`config.mk`:
```
export PLATFORM = sky130hd
export DESIGN_NAME = servo_wing_hall_controller_flat
export DESIGN_NICKNAME = d
export VERILOG_FILES = /design/src/hw/rtl/swhc_pkg.sv /design/src/hw/rtl/swhc_if.sv /design/src/hw/rtl/swhc_step.sv /design/src/hw/rtl/servo_wing_hall_controller.sv /design/src/flat_wrapper.sv
export SDC_FILE = /design/constraint.sdc
export NUM_CORES = 1
export LEC_CHECK = 0
export BUFFER_PORTS_ARGS = -buffer_cell sky130_fd_sc_hd__buf_2
export CAP_MARGIN = 25
export CORE_ASPECT_RATIO = 0.6
export CORE_MARGIN = 2
export CORE_UTILIZATION = 55
export DETAILED_ROUTE_END_ITERATION = 16
export PLACE_DENSITY = 0.76
export SLEW_MARGIN = 20
export SYNTH_ARGS = -nofsm -noshare
export SYNTH_HDL_FRONTEND = slang
export SYNTH_SLANG_ARGS = --single-unit
```
`constraint.sdc`:
```
create_clock -name clk -period 11 [get_ports clk]
set_input_delay 0.55 -clock clk [delete_from_list [all_inputs] [get_ports clk]]
set_output_delay 0.55 -clock clk [all_outputs]
set_load 0.02 [all_outputs]
```
`src/hw/rtl/swhc_pkg.sv`:
```
`timescale 1ns / 1ps
// ----------------------------------------------------------------------------
// swhc_pkg
// Shared types, codes and helpers of the servo wing Hall controller.
// ----------------------------------------------------------------------------
package swhc_pkg;

  localparam int SAMPLE_BITS_DEF = 12;

  localparam int KIND_W   = 3;
  localparam int HALL_W   = 12;
  localparam int DT_W     = 10;
  localparam int TRIM_W   = 9;
  localparam int DUR_W    = 16;
  localparam int PULSE_W  = 12;
  localparam int EVENT_W  = 3;
  localparam int LEVEL_W  = 12;
  localparam int RAIL_T_W = 11;
  localparam int MOVE_T_W = 12;
  localparam int REMAIN_W = 17;
  localparam int CFG_IDX_W  = 2;
  localparam int CFG_DATA_W = 12;

  localparam logic [KIND_W-1:0] KIND_TICK   = 3'd0;
  localparam logic [KIND_W-1:0] KIND_OPEN   = 3'd1;
  localparam logic [KIND_W-1:0] KIND_CLOSE  = 3'd2;
  localparam logic [KIND_W-1:0] KIND_HOME   = 3'd3;
  localparam logic [KIND_W-1:0] KIND_DETACH = 3'd4;
  localparam logic [KIND_W-1:0] KIND_TEST   = 3'd5;
  localparam logic [KIND_W-1:0] KIND_LOAD   = 3'd6;

  localparam logic [EVENT_W-1:0] EV_NONE     = 3'd0;
  localparam logic [EVENT_W-1:0] EV_OPEN     = 3'd1;
  localparam logic [EVENT_W-1:0] EV_CLOSED   = 3'd2;
  localparam logic [EVENT_W-1:0] EV_TIMEOUT  = 3'd3;
  localparam logic [EVENT_W-1:0] EV_TEST_END = 3'd4;

  localparam logic [CFG_IDX_W-1:0] REG_OPEN_LEVEL   = 2'd0;
  localparam logic [CFG_IDX_W-1:0] REG_CLOSED_LEVEL = 2'd1;
  localparam logic [CFG_IDX_W-1:0] REG_TRIM         = 2'd2;
  localparam logic [CFG_IDX_W-1:0] REG_LEFT_SIDE    = 2'd3;

  localparam logic [PULSE_W-1:0]  STOP_WIDTH = 12'd1500;
  localparam logic [RAIL_T_W-1:0] RAIL_SAT   = 11'd2047;
  localparam logic [RAIL_T_W-1:0] RAIL_LIMIT = 11'd1000;
  localparam logic [MOVE_T_W-1:0] MOVE_SAT   = 12'd4095;
  localparam logic [MOVE_T_W-1:0] MOVE_LIMIT = 12'd2000;
  localparam int RAIL_MARGIN = 15;
  localparam int MIN_SWING   = 150;
  localparam logic signed [TRIM_W:0] SPEED_OFS = 10'sd475;
  localparam logic signed [TRIM_W-1:0] TRIM_MIN = -9'sd200;
  localparam logic signed [TRIM_W-1:0] TRIM_MAX = 9'sd200;

  typedef struct packed {
    logic [LEVEL_W-1:0]       open_level;
    logic [LEVEL_W-1:0]       closed_level;
    logic signed [TRIM_W-1:0] trim_setting;
    logic                     left_side;
  } swhc_cfg_t;

  typedef struct packed {
    logic [KIND_W-1:0]        kind;
    logic [HALL_W-1:0]        hall_sample;
    logic [DT_W-1:0]          elapsed_ms;
    logic                     servo_attached;
    logic signed [TRIM_W-1:0] test_trim;
    logic [DUR_W-1:0]         test_duration_ms;
  } swhc_item_t;

  typedef struct packed {
    logic                     open_f;
    logic                     opening;
    logic                     closing;
    logic                     fault;
    logic [RAIL_T_W-1:0]      rail_time;
    logic [MOVE_T_W-1:0]      move_time;
    logic signed [TRIM_W-1:0] active_trim;
    logic                     drive_on;
    logic [PULSE_W-1:0]       drive_width;
    logic                     test_active;
    logic [REMAIN_W-1:0]      test_remaining;
  } swhc_state_t;

  typedef struct packed {
    logic               servo_on;
    logic [PULSE_W-1:0] pulse_us;
    logic               wing_open;
    logic               wing_opening;
    logic               wing_closing;
    logic               sensor_fault;
    logic [EVENT_W-1:0] event_res;
  } swhc_result_t;

  function automatic logic signed [TRIM_W-1:0] clamp_trim(input logic signed [TRIM_W-1:0] t);
    logic signed [TRIM_W-1:0] r;
    if (t < TRIM_MIN) r = TRIM_MIN;
    else if (t > TRIM_MAX) r = TRIM_MAX;
    else r = t;
    return r;
  endfunction

  function automatic logic [PULSE_W-1:0] pulse_width(input logic signed [TRIM_W-1:0] trim,
                                                     input logic signed [TRIM_W:0] ofs);
    logic signed [PULSE_W:0] s;
    s = $signed({1'b0, STOP_WIDTH}) + (PULSE_W+1)'(trim) + (PULSE_W+1)'(ofs);
    return s[PULSE_W-1:0];
  endfunction

endpackage

```
`src/hw/rtl/swhc_if.sv`:
```
`timescale 1ns / 1ps
// ----------------------------------------------------------------------------
// swhc_in_if / swhc_out_if
// Valid/ready channels for command items and result items.
// ----------------------------------------------------------------------------
interface swhc_in_if;
  import swhc_pkg::*;

  logic                     valid;
  logic                     ready;
  logic [KIND_W-1:0]        kind;
  logic [HALL_W-1:0]        hall_sample;
  logic [DT_W-1:0]          elapsed_ms;
  logic                     servo_attached;
  logic signed [TRIM_W-1:0] test_trim;
  logic [DUR_W-1:0]         test_duration_ms;

  modport source (output valid, kind, hall_sample, elapsed_ms, servo_attached, test_trim,
                  test_duration_ms, input ready);
  modport sink (input valid, kind, hall_sample, elapsed_ms, servo_attached, test_trim,
                test_duration_ms, output ready);
endinterface

interface swhc_out_if;
  import swhc_pkg::*;

  logic               valid;
  logic               ready;
  logic               servo_on;
  logic [PULSE_W-1:0] pulse_us;
  logic               wing_open;
  logic               wing_opening;
  logic               wing_closing;
  logic               sensor_fault;
  logic [EVENT_W-1:0] event_res;

  modport source (output valid, servo_on, pulse_us, wing_open, wing_opening, wing_closing,
                  sensor_fault, event_res, input ready);
  modport sink (input valid, servo_on, pulse_us, wing_open, wing_opening, wing_closing,
                sensor_fault, event_res, output ready);
endinterface

```
`src/hw/rtl/swhc_step.sv`:
```
`timescale 1ns / 1ps
// ----------------------------------------------------------------------------
// swhc_step
// Next-state and result logic for one command or tick item.
// ----------------------------------------------------------------------------
module swhc_step #(
  parameter int SAMPLE_BITS = swhc_pkg::SAMPLE_BITS_DEF
) (
  input  swhc_pkg::swhc_cfg_t    cfg,
  input  swhc_pkg::swhc_item_t   item,
  input  swhc_pkg::swhc_state_t  st,
  input  logic [SAMPLE_BITS-1:0] swing_lo,
  input  logic [SAMPLE_BITS-1:0] swing_hi,
  output swhc_pkg::swhc_state_t  st_nxt,
  output logic [SAMPLE_BITS-1:0] swing_lo_nxt,
  output logic [SAMPLE_BITS-1:0] swing_hi_nxt,
  output swhc_pkg::swhc_result_t res
);
  import swhc_pkg::*;

  localparam int CW = (SAMPLE_BITS > LEVEL_W) ? SAMPLE_BITS : LEVEL_W;
  localparam logic [SAMPLE_BITS-1:0] SMAX    = '1;
  localparam logic [SAMPLE_BITS-1:0] RAIL_LO = SAMPLE_BITS'(RAIL_MARGIN);
  localparam logic [SAMPLE_BITS-1:0] RAIL_HI = SMAX - SAMPLE_BITS'(RAIL_MARGIN);
  localparam logic [SAMPLE_BITS-1:0] SWING_MIN = SAMPLE_BITS'(MIN_SWING);

  logic [SAMPLE_BITS-1:0] h;
  logic [CW-1:0]          h_w;
  logic [CW-1:0]          open_w;
  logic [CW-1:0]          closed_w;
  logic                   normal_pol;
  logic                   open_hit;
  logic                   closed_hit;
  logic                   at_rail;
  logic [RAIL_T_W:0]      rail_sum;
  logic [RAIL_T_W-1:0]    rail_next;
  logic [MOVE_T_W:0]      move_sum;
  logic [MOVE_T_W-1:0]    move_next;
  logic [REMAIN_W-1:0]    dt_w;
  logic [SAMPLE_BITS-1:0] lo_upd;
  logic [SAMPLE_BITS-1:0] hi_upd;
  logic                   swing_small;
  logic signed [TRIM_W:0] open_ofs;
  logic signed [TRIM_W:0] close_ofs;
  logic signed [TRIM_W-1:0] test_trim_c;
  logic [EVENT_W-1:0]     ev;

  assign h          = SAMPLE_BITS'(item.hall_sample);
  assign h_w        = CW'(h);
  assign open_w     = CW'(cfg.open_level);
  assign closed_w   = CW'(cfg.closed_level);
  assign normal_pol = cfg.open_level >= cfg.closed_level;
  assign open_hit   = normal_pol ? (h_w >= open_w) : (h_w <= open_w);
  assign closed_hit = normal_pol ? (h_w <= closed_w) : (h_w >= closed_w);
  assign at_rail    = (h <= RAIL_LO) || (h >= RAIL_HI);

  assign rail_sum  = {1'b0, st.rail_time} + (RAIL_T_W+1)'(item.elapsed_ms);
  assign rail_next = (rail_sum > {1'b0, RAIL_SAT}) ? RAIL_SAT : rail_sum[RAIL_T_W-1:0];
  assign move_sum  = {1'b0, st.move_time} + (MOVE_T_W+1)'(item.elapsed_ms);
  assign move_next = (move_sum > {1'b0, MOVE_SAT}) ? MOVE_SAT : move_sum[MOVE_T_W-1:0];
  assign dt_w      = REMAIN_W'(item.elapsed_ms);

  assign lo_upd      = (h < swing_lo) ? h : swing_lo;
  assign hi_upd      = (h > swing_hi) ? h : swing_hi;
  assign swing_small = (hi_upd >= lo_upd) && ((hi_upd - lo_upd) < SWING_MIN);

  assign open_ofs    = cfg.left_side ? SPEED_OFS : -SPEED_OFS;
  assign close_ofs   = cfg.left_side ? -SPEED_OFS : SPEED_OFS;
  assign test_trim_c = clamp_trim(item.test_trim);

  always_comb begin
    st_nxt       = st;
    swing_lo_nxt = swing_lo;
    swing_hi_nxt = swing_hi;
    ev           = EV_NONE;
    case (item.kind)
      KIND_TICK: begin
        if (at_rail) begin
          st_nxt.rail_time = rail_next;
          if (rail_next >= RAIL_LIMIT) st_nxt.fault = 1'b1;
        end else begin
          st_nxt.rail_time = '0;
        end
        if (st.test_active) begin
          if (st.test_remaining == '0) begin
            st_nxt.test_active = 1'b0;
            st_nxt.drive_on    = 1'b0;
            ev                 = EV_TEST_END;
          end else begin
            st_nxt.test_remaining = (st.test_remaining > dt_w) ? st.test_remaining - dt_w : '0;
          end
        end
        if ((st.opening || st.closing) && item.servo_attached) begin
          swing_lo_nxt     = lo_upd;
          swing_hi_nxt     = hi_upd;
          st_nxt.move_time = move_next;
          if (st.opening && open_hit) begin
            st_nxt.opening  = 1'b0;
            st_nxt.open_f   = 1'b1;
            st_nxt.fault    = 1'b0;
            st_nxt.drive_on = 1'b0;
            ev              = EV_OPEN;
          end else if (st.closing && closed_hit) begin
            st_nxt.closing  = 1'b0;
            st_nxt.fault    = 1'b0;
            st_nxt.drive_on = 1'b0;
            ev              = EV_CLOSED;
          end else if (move_next >= MOVE_LIMIT) begin
            if (swing_small) st_nxt.fault = 1'b1;
            if (st.opening) st_nxt.open_f = 1'b1;
            st_nxt.opening  = 1'b0;
            st_nxt.closing  = 1'b0;
            st_nxt.drive_on = 1'b0;
            ev              = EV_TIMEOUT;
          end
        end
      end
      KIND_OPEN: begin
        if (!st.open_f) begin
          st_nxt.opening     = 1'b1;
          st_nxt.closing     = 1'b0;
          st_nxt.move_time   = '0;
          swing_lo_nxt       = SMAX;
          swing_hi_nxt       = '0;
          st_nxt.drive_on    = 1'b1;
          st_nxt.drive_width = pulse_width(st.active_trim, open_ofs);
        end
      end
      KIND_CLOSE, KIND_HOME: begin
        if (item.kind == KIND_HOME && !open_hit && closed_hit) begin
          st_nxt.open_f = 1'b0;
        end else if (item.kind == KIND_HOME || st.open_f) begin
          st_nxt.opening     = 1'b0;
          st_nxt.closing     = 1'b1;
          st_nxt.open_f      = 1'b0;
          st_nxt.move_time   = '0;
          swing_lo_nxt       = SMAX;
          swing_hi_nxt       = '0;
          st_nxt.drive_on    = 1'b1;
          st_nxt.drive_width = pulse_width(st.active_trim, close_ofs);
        end
      end
      KIND_DETACH: begin
        st_nxt.drive_on = 1'b0;
        st_nxt.opening  = 1'b0;
        st_nxt.closing  = 1'b0;
      end
      KIND_TEST: begin
        st_nxt.opening        = 1'b0;
        st_nxt.closing        = 1'b0;
        st_nxt.active_trim    = test_trim_c;
        st_nxt.drive_on       = 1'b1;
        st_nxt.drive_width    = pulse_width(test_trim_c, '0);
        st_nxt.test_active    = 1'b1;
        st_nxt.test_remaining = REMAIN_W'(item.test_duration_ms);
      end
      KIND_LOAD: begin
        st_nxt.active_trim = clamp_trim(cfg.trim_setting);
      end
      default: begin
      end
    endcase
  end

  assign res.servo_on     = st_nxt.drive_on;
  assign res.pulse_us     = st_nxt.drive_width;
  assign res.wing_open    = st_nxt.open_f;
  assign res.wing_opening = st_nxt.opening;
  assign res.wing_closing = st_nxt.closing;
  assign res.sensor_fault = st_nxt.fault;
  assign res.event_res    = ev;

endmodule

```
`src/hw/rtl/servo_wing_hall_controller.sv`:
```
`timescale 1ns / 1ps
// ----------------------------------------------------------------------------
// servo_wing_hall_controller
// Servo wing open/close supervisor driven by Hall samples, commands and ticks.
// ----------------------------------------------------------------------------
// throughput: one item per cycle; the input register feeds a one-pass step
// into the state and result registers, stalled only by out_ch.ready
// reset: synchronous, active low; restores register defaults and wing state
// ----------------------------------------------------------------------------
module servo_wing_hall_controller #(
  parameter int SAMPLE_BITS = swhc_pkg::SAMPLE_BITS_DEF
) (
  input  logic                               clk,
  input  logic                               rst_n,
  swhc_in_if.sink                            in_ch,
  swhc_out_if.source                         out_ch,
  input  logic                               cfg_we,
  input  logic [swhc_pkg::CFG_IDX_W-1:0]     cfg_index,
  input  logic [swhc_pkg::CFG_DATA_W-1:0]    cfg_data
);
  import swhc_pkg::*;

  swhc_cfg_t              cfg_r;
  swhc_item_t             item_r;
  logic                   item_v_r;
  swhc_state_t            st_r;
  swhc_state_t            st_nxt;
  logic [SAMPLE_BITS-1:0] swing_lo_r;
  logic [SAMPLE_BITS-1:0] swing_hi_r;
  logic [SAMPLE_BITS-1:0] swing_lo_nxt;
  logic [SAMPLE_BITS-1:0] swing_hi_nxt;
  swhc_result_t           res_nxt;
  swhc_result_t           res_r;
  logic                   res_v_r;
  logic                   advance;

  assign advance     = item_v_r && (!res_v_r || out_ch.ready);
  assign in_ch.ready = !item_v_r || advance;

  always_ff @(posedge clk) begin
    if (!rst_n) begin
      cfg_r.open_level   <= 12'd3000;
      cfg_r.closed_level <= 12'd1000;
      cfg_r.trim_setting <= '0;
      cfg_r.left_side    <= 1'b1;
    end else if (cfg_we) begin
      case (cfg_index)
        REG_OPEN_LEVEL:   cfg_r.open_level   <= cfg_data[LEVEL_W-1:0];
        REG_CLOSED_LEVEL: cfg_r.closed_level <= cfg_data[LEVEL_W-1:0];
        REG_TRIM:         cfg_r.trim_setting <= $signed(cfg_data[TRIM_W-1:0]);
        REG_LEFT_SIDE:    cfg_r.left_side    <= cfg_data[0];
        default: begin
        end
      endcase
    end
  end

  always_ff @(posedge clk) begin
    if (!rst_n) begin
      item_v_r <= 1'b0;
    end else if (in_ch.ready) begin
      item_v_r <= in_ch.valid;
    end
  end

  always_ff @(posedge clk) begin
    if (in_ch.valid && in_ch.ready) begin
      item_r.kind             <= in_ch.kind;
      item_r.hall_sample      <= in_ch.hall_sample;
      item_r.elapsed_ms       <= in_ch.elapsed_ms;
      item_r.servo_attached   <= in_ch.servo_attached;
      item_r.test_trim        <= in_ch.test_trim;
      item_r.test_duration_ms <= in_ch.test_duration_ms;
    end
  end

  swhc_step #(
    .SAMPLE_BITS (SAMPLE_BITS)
  ) u_step (
    .cfg          (cfg_r),
    .item         (item_r),
    .st           (st_r),
    .swing_lo     (swing_lo_r),
    .swing_hi     (swing_hi_r),
    .st_nxt       (st_nxt),
    .swing_lo_nxt (swing_lo_nxt),
    .swing_hi_nxt (swing_hi_nxt),
    .res          (res_nxt)
  );

  always_ff @(posedge clk) begin
    if (!rst_n) begin
      st_r.open_f         <= 1'b0;
      st_r.opening        <= 1'b0;
      st_r.closing        <= 1'b0;
      st_r.fault          <= 1'b0;
      st_r.rail_time      <= '0;
      st_r.move_time      <= '0;
      st_r.active_trim    <= '0;
      st_r.drive_on       <= 1'b0;
      st_r.drive_width    <= STOP_WIDTH;
      st_r.test_active    <= 1'b0;
      st_r.test_remaining <= '0;
      swing_lo_r          <= '1;
      swing_hi_r          <= '0;
      res_v_r             <= 1'b0;
    end else begin
      if (advance) begin
        st_r       <= st_nxt;
        swing_lo_r <= swing_lo_nxt;
        swing_hi_r <= swing_hi_nxt;
        res_v_r    <= 1'b1;
      end else if (out_ch.ready) begin
        res_v_r <= 1'b0;
      end
    end
  end

  always_ff @(posedge clk) begin
    if (advance) begin
      res_r <= res_nxt;
    end
  end

  assign out_ch.valid        = res_v_r;
  assign out_ch.servo_on     = res_r.servo_on;
  assign out_ch.pulse_us     = res_r.pulse_us;
  assign out_ch.wing_open    = res_r.wing_open;
  assign out_ch.wing_opening = res_r.wing_opening;
  assign out_ch.wing_closing = res_r.wing_closing;
  assign out_ch.sensor_fault = res_r.sensor_fault;
  assign out_ch.event_res    = res_r.event_res;

`ifndef SYNTH
  a_open_excl: assert property (@(posedge clk) disable iff (!rst_n)
    !(st_r.opening && st_r.open_f))
    else $error("wing open and opening at once");

  a_move_excl: assert property (@(posedge clk) disable iff (!rst_n)
    !(st_r.opening && st_r.closing))
    else $error("wing opening and closing at once");

  a_width_range: assert property (@(posedge clk) disable iff (!rst_n)
    st_r.drive_width >= 12'd825 && st_r.drive_width <= 12'd2175)
    else $error("pulse width out of range");

  a_stall_hold: assert property (@(posedge clk) disable iff (!rst_n)
    res_v_r && !out_ch.ready |=> $stable(st_r) && $stable(swing_lo_r))
    else $error("state advanced while result stalled");
`endif

endmodule

```
`src/flat_wrapper.sv`:
```
// flat-port wrapper written by rule: the top's interface ports become plain ports
module servo_wing_hall_controller_flat import swhc_pkg::*;
#(
  parameter int SAMPLE_BITS = swhc_pkg::SAMPLE_BITS_DEF
)
  (clk, rst_n, cfg_we, cfg_index, cfg_data, in_ch_valid, in_ch_kind, in_ch_hall_sample, in_ch_elapsed_ms, in_ch_servo_attached, in_ch_test_trim, in_ch_test_duration_ms, in_ch_ready, out_ch_valid, out_ch_servo_on, out_ch_pulse_us, out_ch_wing_open, out_ch_wing_opening, out_ch_wing_closing, out_ch_sensor_fault, out_ch_event_res, out_ch_ready);
  swhc_in_if in_ch_i ();
  swhc_out_if out_ch_i ();
  input  logic clk;
  input  logic rst_n;
  input  logic cfg_we;
  input  logic [swhc_pkg::CFG_IDX_W-1:0] cfg_index;
  input  logic [swhc_pkg::CFG_DATA_W-1:0] cfg_data;
  input wire logic [$bits(in_ch_i.valid)-1:0] in_ch_valid;
  input wire logic [$bits(in_ch_i.kind)-1:0] in_ch_kind;
  input wire logic [$bits(in_ch_i.hall_sample)-1:0] in_ch_hall_sample;
  input wire logic [$bits(in_ch_i.elapsed_ms)-1:0] in_ch_elapsed_ms;
  input wire logic [$bits(in_ch_i.servo_attached)-1:0] in_ch_servo_attached;
  input wire logic [$bits(in_ch_i.test_trim)-1:0] in_ch_test_trim;
  input wire logic [$bits(in_ch_i.test_duration_ms)-1:0] in_ch_test_duration_ms;
  output wire logic [$bits(in_ch_i.ready)-1:0] in_ch_ready;
  output wire logic [$bits(out_ch_i.valid)-1:0] out_ch_valid;
  output wire logic [$bits(out_ch_i.servo_on)-1:0] out_ch_servo_on;
  output wire logic [$bits(out_ch_i.pulse_us)-1:0] out_ch_pulse_us;
  output wire logic [$bits(out_ch_i.wing_open)-1:0] out_ch_wing_open;
  output wire logic [$bits(out_ch_i.wing_opening)-1:0] out_ch_wing_opening;
  output wire logic [$bits(out_ch_i.wing_closing)-1:0] out_ch_wing_closing;
  output wire logic [$bits(out_ch_i.sensor_fault)-1:0] out_ch_sensor_fault;
  output wire logic [$bits(out_ch_i.event_res)-1:0] out_ch_event_res;
  input wire logic [$bits(out_ch_i.ready)-1:0] out_ch_ready;
  assign in_ch_i.valid = in_ch_valid;
  assign in_ch_i.kind = in_ch_kind;
  assign in_ch_i.hall_sample = in_ch_hall_sample;
  assign in_ch_i.elapsed_ms = in_ch_elapsed_ms;
  assign in_ch_i.servo_attached = in_ch_servo_attached;
  assign in_ch_i.test_trim = in_ch_test_trim;
  assign in_ch_i.test_duration_ms = in_ch_test_duration_ms;
  assign in_ch_ready = in_ch_i.ready;
  assign out_ch_valid = out_ch_i.valid;
  assign out_ch_servo_on = out_ch_i.servo_on;
  assign out_ch_pulse_us = out_ch_i.pulse_us;
  assign out_ch_wing_open = out_ch_i.wing_open;
  assign out_ch_wing_opening = out_ch_i.wing_opening;
  assign out_ch_wing_closing = out_ch_i.wing_closing;
  assign out_ch_sensor_fault = out_ch_i.sensor_fault;
  assign out_ch_event_res = out_ch_i.event_res;
  assign out_ch_i.ready = out_ch_ready;
  servo_wing_hall_controller #(.SAMPLE_BITS(SAMPLE_BITS)) u_core (.clk(clk), .rst_n(rst_n), .in_ch(in_ch_i), .out_ch(out_ch_i), .cfg_we(cfg_we), .cfg_index(cfg_index), .cfg_data(cfg_data));
endmodule
```
## Yosys cells after proc, flatten, opt, wreduce, memory -nomap -nowiden

Index checks and enable logic that the tools add are counted.

- Add/sub/neg operators: 8
- Magnitude comparators: 20
- Eq/ne operators: 15
- Mux-type cells: 69
- Reduce and logical (&&, ||, !) cells: 34

Operators by type and width:

| cell | number |
|---|---|
| 12-bit two-way mux | 13 |
| 12-bit case mux with 3 select lines | 4 |
| 12-bit >= comparator | 4 |
| 13-bit two-way mux | 3 |
| 9-bit two-way mux | 4 |
| 18-bit case mux with 2 select lines | 1 |
| 17-bit two-way mux | 2 |
| 12-bit by 10-bit adder with 12-bit output | 2 |
| 12-bit by 9-bit adder with 12-bit output (first input constant) | 2 |
| 12-bit <= comparator | 2 |
| 11-bit two-way mux | 2 |
| 3-bit two-way mux | 7 |
| 10-bit two-way mux | 2 |
| 1-bit two-way mux | 19 |
| 9-bit greater-than comparator (second input constant) | 2 |
| 9-bit less-than comparator (second input constant) | 2 |
| 18-bit two-way mux | 1 |
| 9-bit case mux with 2 select lines | 1 |
| 17-bit by 10-bit greater-than comparator with 1-bit output | 1 |
| 17-bit zero test | 1 |
| 17-bit by 10-bit subtractor with 17-bit output | 1 |
| 2-bit AND reduction | 7 |
| 12-bit by 10-bit adder with 13-bit output | 1 |
| 13-bit by 12-bit greater-than comparator with 1-bit output (second input constant) | 1 |
| other kinds (32) | 61 |

- Bits in registers: 198
- Input bits: 70
- Output and inout bits: 22
- Word-level logic and storage cells: 178

## Longest topological paths before layout

- Depth after elaboration: 13
- Depth in mapped cells: 24
- Mapped depth without buffers: 23

## Modules after synthesis

From an unflattened synthesis, not the netlist that was laid out.

- Cells, all modules: 1654
- Area total of the unflattened synthesis: 14239.9 sq um

Modules (own cells, without submodules):

| module | instances | cells each | area each (sq um) | sequential area each (sq um) |
|---|---|---|---|---|
| swhc_step | 1 | 1040 | 7148.1 | 0.0 |
| servo_wing_hall_controller | 1 | 614 | 7091.8 | 4674.5 |

## Worst setup path after synthesis

OpenSTA, ideal clock, no wires.

- Path type: register to register
- Start point: register u_core.item_r[41] (netlist name)
- End point: register u_core.res_r (netlist bit u_core.out_ch.sensor_fault), data pin
- Data arrival time: 4.323 ns
- Required time: 10.730 ns
- Setup slack: 6.408 ns
- Cell stages (with the launch flop): 23
- Clock period less this slack: 4.592 ns
- Cells stage by stage: edfxtp_1 ha_1 a21o_1 a21oi_1 nor2b_1 o21ai_0 a21oi_1 o21ai_0 a21o_1 buf_1 mux2i_1 inv_1 ha_1 nor2b_1 o2111ai_1 a31oi_1 o21ai_0 a21oi_1 mux2i_1 a21oi_1 and4_1 nor4_1 nor3_1

RTL lines:

| element | line | text |
|---|---|---|
| start, declared | servo_wing_hall_controller.sv:24 | `swhc_item_t item_r;` |
| end signal, assigned | servo_wing_hall_controller.sv:121 | `res_r <= res_nxt;` |
| end, declared | servo_wing_hall_controller.sv:33 | `swhc_result_t res_r;` |

==> results summary <==
The flow ran to the end, and the final reports show no timing, DRC or antenna violations. The final core utilization came out at 0.617. The chip width came out at 202 um. The register bit total from synthesis came out at ~200. The clock-pin slew on the worst setup and hold paths came out at 80 ps. In the layout the commonest cells are sky130_fd_sc_hd__nand2_1 (187), sky130_fd_sc_hd__dfxtp_1 (127), sky130_fd_sc_hd__ha_1 (123). The die covers about 25000 sq um.

The critical path buffer and inverter count is 1. The total power is 1.78 mW. The async set-reset flop share out of synthesis is 0. The number of nets in the synthesized netlist is ~1700. For this run, the number of Yosys warnings is 0. The reported leakage power is between 5 and 6 nW.

The number of CTS-inserted buffers came out at 17. The most used flip-flop cell after synthesis is sky130_fd_sc_hd__dfxtp_1. The number of ports placed on the die boundary came out at 92.

The most common library cell in the layout ignoring fill and taps is sky130_fd_sc_hd__nand2_1. In the final routed layout, each cell accounts on average for 18.2 um. The total placed instance area came out at between 10000 and 15000 sq um.

Across the VDD grid, the largest voltage drop is 115 uV. The violation count after the first detailed-routing iteration is ~1200. The site row count is 43. The number of cells in the design after placement is approximately 1900.

The total of endpoints with negative setup slack in the final report is 0. The source-to-sink clock delay at the later pin of the worst-skew pair is around 460 ps. Post-CTS timing repair inserted 0 buffers for setup.

The met2 wirelength from detailed routing came out at about 14 mm. In this run the most critical hold path is launched from in_ch_test_duration_ms[1]. The gate count of the mapped netlist came out at roughly 1500. For hold timing, the worst endpoint is u_core.item_r[1].

The share of total power dissipated in sequential elements is 0.462. The kind of cell adding the most delay to the critical path is compound AO/OA/AOI/OAI gates. The global-route usage over all layers is 0.282. In this run the critical register-to-register path is captured at u_core.out_ch.sensor_fault. The maximum number of pins on one net before global-route repair is 112. The number of detailed-route iterations in the first pass is 5.

The combinational cell fraction of total power came out at 0.180. STA classifies the critical path endpoint as a flip-flop. The source of the worst register-to-register timing path is u_core.item_r[41]. The floorplan die height came out at between 100 and 150 um. At the placement stage, the worst setup path has a slack of a little under 6000 ps. The power density over cell area is between 100 and 150 nW/um^2. The fraction of the cycle the final worst path needs came out at 0.471. The count of buffers added on input and output ports is 91. The detailed router used layers up to and including met4.

The number of nets still failing antenna checks after routing is 0. The min-delay analysis places its worst path in the category input pin to flip-flop. Across the run, the number of max-cap violations was 0. The depth of the worst register-to-register path came out at 21. TritonCTS built the clock tree. The number of nets in the final layout is approximately 1800.

The total congestion overflow after global routing is 0. The number of antenna violations at the first check in global routing is 0. The largest buffer count on any clock path came out at 2.

In the final layout, the share of cells above drive strength 1 is 0.107. The number of pins exceeding their max-slew limit in the final report is 0. The most frequent cell on the critical path is sky130_fd_sc_hd__a21oi_1. The number of antenna cells inserted came out at 0. The final worst-path setup slack came out at 5820 ps. The synthesized netlist occupies a cell area of 12900 sq um. The multi-input gate area in the final layout came out at 7650 sq um. Excluding fillers, the count of instances in the completed layout stands at between 1500 and 2000. The clock network power share is 0.359. After detailed routing, the number of remaining DRC violations is 0. The summed area of non-filler cells in the final layout is ~14000 sq um. The number of filler cells placed in the layout came out at roughly 2000.

The mean cell area of the mapped netlist came out at approximately 8.6 sq um. The detailed-route wire length is roughly 34 mm. In this run the register-to-register setup slack is around 5800 ps. The worst hold-check slack came out at 258 ps. The deepest level of the CTS H-tree is 4. Setup repair after global routing left no endpoint under its margin.

The count of final hold-check violations came out at 0. STA classifies the critical path startpoint as a flip-flop. The post-route minimum period is slightly above 5000 ps. The hold buffer count at cts is 0. After routing, the total negative slack on setup checks comes to 0 ps.

In this run the worst path has a maximum fanout of 13. The worst-case clock skew came out at about 11 ps. The post-cts sizing count is 0. Data on the critical path arrives at its endpoint at between 5000 and 6000 ps. In this run, synthesis inferred 71 flip-flops with an integrated enable. The number of clock sinks came out at about 200. The highest clock frequency the design can meet came out at 193 MHz.

Of the total power, the share spent switching nets is 0.300. The analysis attributes to net switching a power of 535 uW. In the final layout, flip-flops and latches occupy between 4000 and 5000 sq um. The max-slew headroom at the worst pin came out at 0.299.

The synthesis-to-layout area growth is 10.3%. The sequential-to-total area share from yosys stat came out at 0.362. Data on the critical path is required at its endpoint by 11210 ps. After floorplanning, the core was sized to cover approximately 23000 sq um. Clock tree synthesis selected as its root buffer the cell sky130_fd_sc_hd__clkbuf_16. Among all stages on the critical path, the largest delay is contributed by sky130_fd_sc_hd__edfxtp_1. The number of library cell types mapped by synthesis is 80.

The sum of net half-perimeters after detailed placement came out at between 20 and 30 mm. The first-pass GRT wire length came out at about 55 mm. The critical path goes through ha_1, a21o_1, a21oi_1, nor2b_1, o21ai_0, a21oi_1, o21ai_0, a21o_1, mux2i_1, inv_1, ha_1, nor2b_1, o2111ai_1, a31oi_1, o21ai_0, a21oi_1, mux2i_1, a21oi_1, and4_1, nor4_1, nor3_1. The detailed-route wire length on metal 1 is between 15 and 20 mm. The number of global-route vias before repair is roughly 11000. For the pin with the worst max-slew slack, the measured transition is ~1000 ps. The last weighted congestion value of the routability-driven placer is roughly 0.94. The initial core utilization is 0.559. Along the worst hold path, the cell count comes to 1. In the routed layout, each cell is associated on average with a via count of roughly 6.1. The critical path class is flip-flop to flip-flop. After detailed routing, the met3 layer carries approximately 3 mm of wire. The critical path's largest stage delay came out at approximately 560 ps. The routed layout has between 10000 and 15000 vias. The internal power summed over all cells came out at 1.24 mW.
-- sequential cells by signal, summed over array words and instances (netlist names) --
register / cells
u_core.st_r: 67
u_core.item_r: 51
u_core.cfg_r: 34
u_core.out_ch.pulse_us: 12
u_core.swing_hi_r: 12
u_core.swing_lo_r: 12
u_core.out_ch.event_res: 3
u_core.item_v_r: 1
u_core.out_ch.sensor_fault: 1
u_core.out_ch.servo_on: 1
u_core.out_ch.valid: 1
u_core.out_ch.wing_closing: 1
u_core.out_ch.wing_open: 1
u_core.out_ch.wing_opening: 1
-- cells by family after synthesis --
group | Yosys count | synth area share
simple gates | 480 | 0.174
compound gates | 473 | 0.246
flops | 198 | 0.362
buf+inv | 155 | 0.0463
fa+ha+maj | 129 | 0.128
xor+xnor | 42 | 0.0285
mux | 18 | 0.0151
-- layer usage --
metal  global-route usage  vias up
li1                     -     5588
met4               0.0790        0
met5                    0        -
met1                0.422     5433
met2                0.398      469
met3               0.0722       54
-- synthesized netlist by cell type (all sizes together) (32+ instances only) --
cell type / number / share of area
a21boi: 39 / 0.024
a21oi: 112 / 0.043
clkbuf: 45 / 0.013
dfxtp: 127 / 0.20
edfxtp: 71 / 0.17
ha: 123 / 0.12
inv: 99 / 0.029
nand2: 187 / 0.054
nand3: 32 / 0.012
nor2: 100 / 0.029
nor2b: 34 / 0.016
o21ai: 97 / 0.038
-- final cells by class --
class,instances,share of cell area
Clock inverter,13,0.00861
Timing Repair Buffer,102,0.0392
Multi-Input combinational cell,1142,0.537
Tap cell,315,0.0277
Inverter,99,0.0261
Clock buffer,19,0.0334
Sequential cell,198,0.328
-- power groups by stage --
stage               Clock [mW]  Combinational (mW)  Sequential [mW]
finish                   0.638               0.320            0.821
global route             0.681               0.353            0.824
CTS                      0.649               0.313            0.820
detailed placement           0               0.311            0.837
global placement             0               0.304            0.836
floorplan                    0               0.224            0.830
-- worst max-delay path by stage --
| stage | from | end | slack (ps) | cells past startpoint |
|---|---|---|---|---|
| after floorplan | u_core.item_r[41] | u_core.out_ch.sensor_fault | 6410 | 22 |
| after global placement | u_core.item_r[37] | u_core.out_ch.sensor_fault | 5930 | 21 |
| after detailed placement | u_core.item_r[37] | u_core.out_ch.sensor_fault | 5890 | 21 |
| after CTS | u_core.item_r[37] | u_core.out_ch.sensor_fault | 5850 | 21 |
| after global routing | u_core.item_r[41] | u_core.out_ch.sensor_fault | 5320 | 21 |
| final | u_core.item_r[41] | u_core.out_ch.sensor_fault | 5820 | 21 |
(Power assumes the default switching activity.)
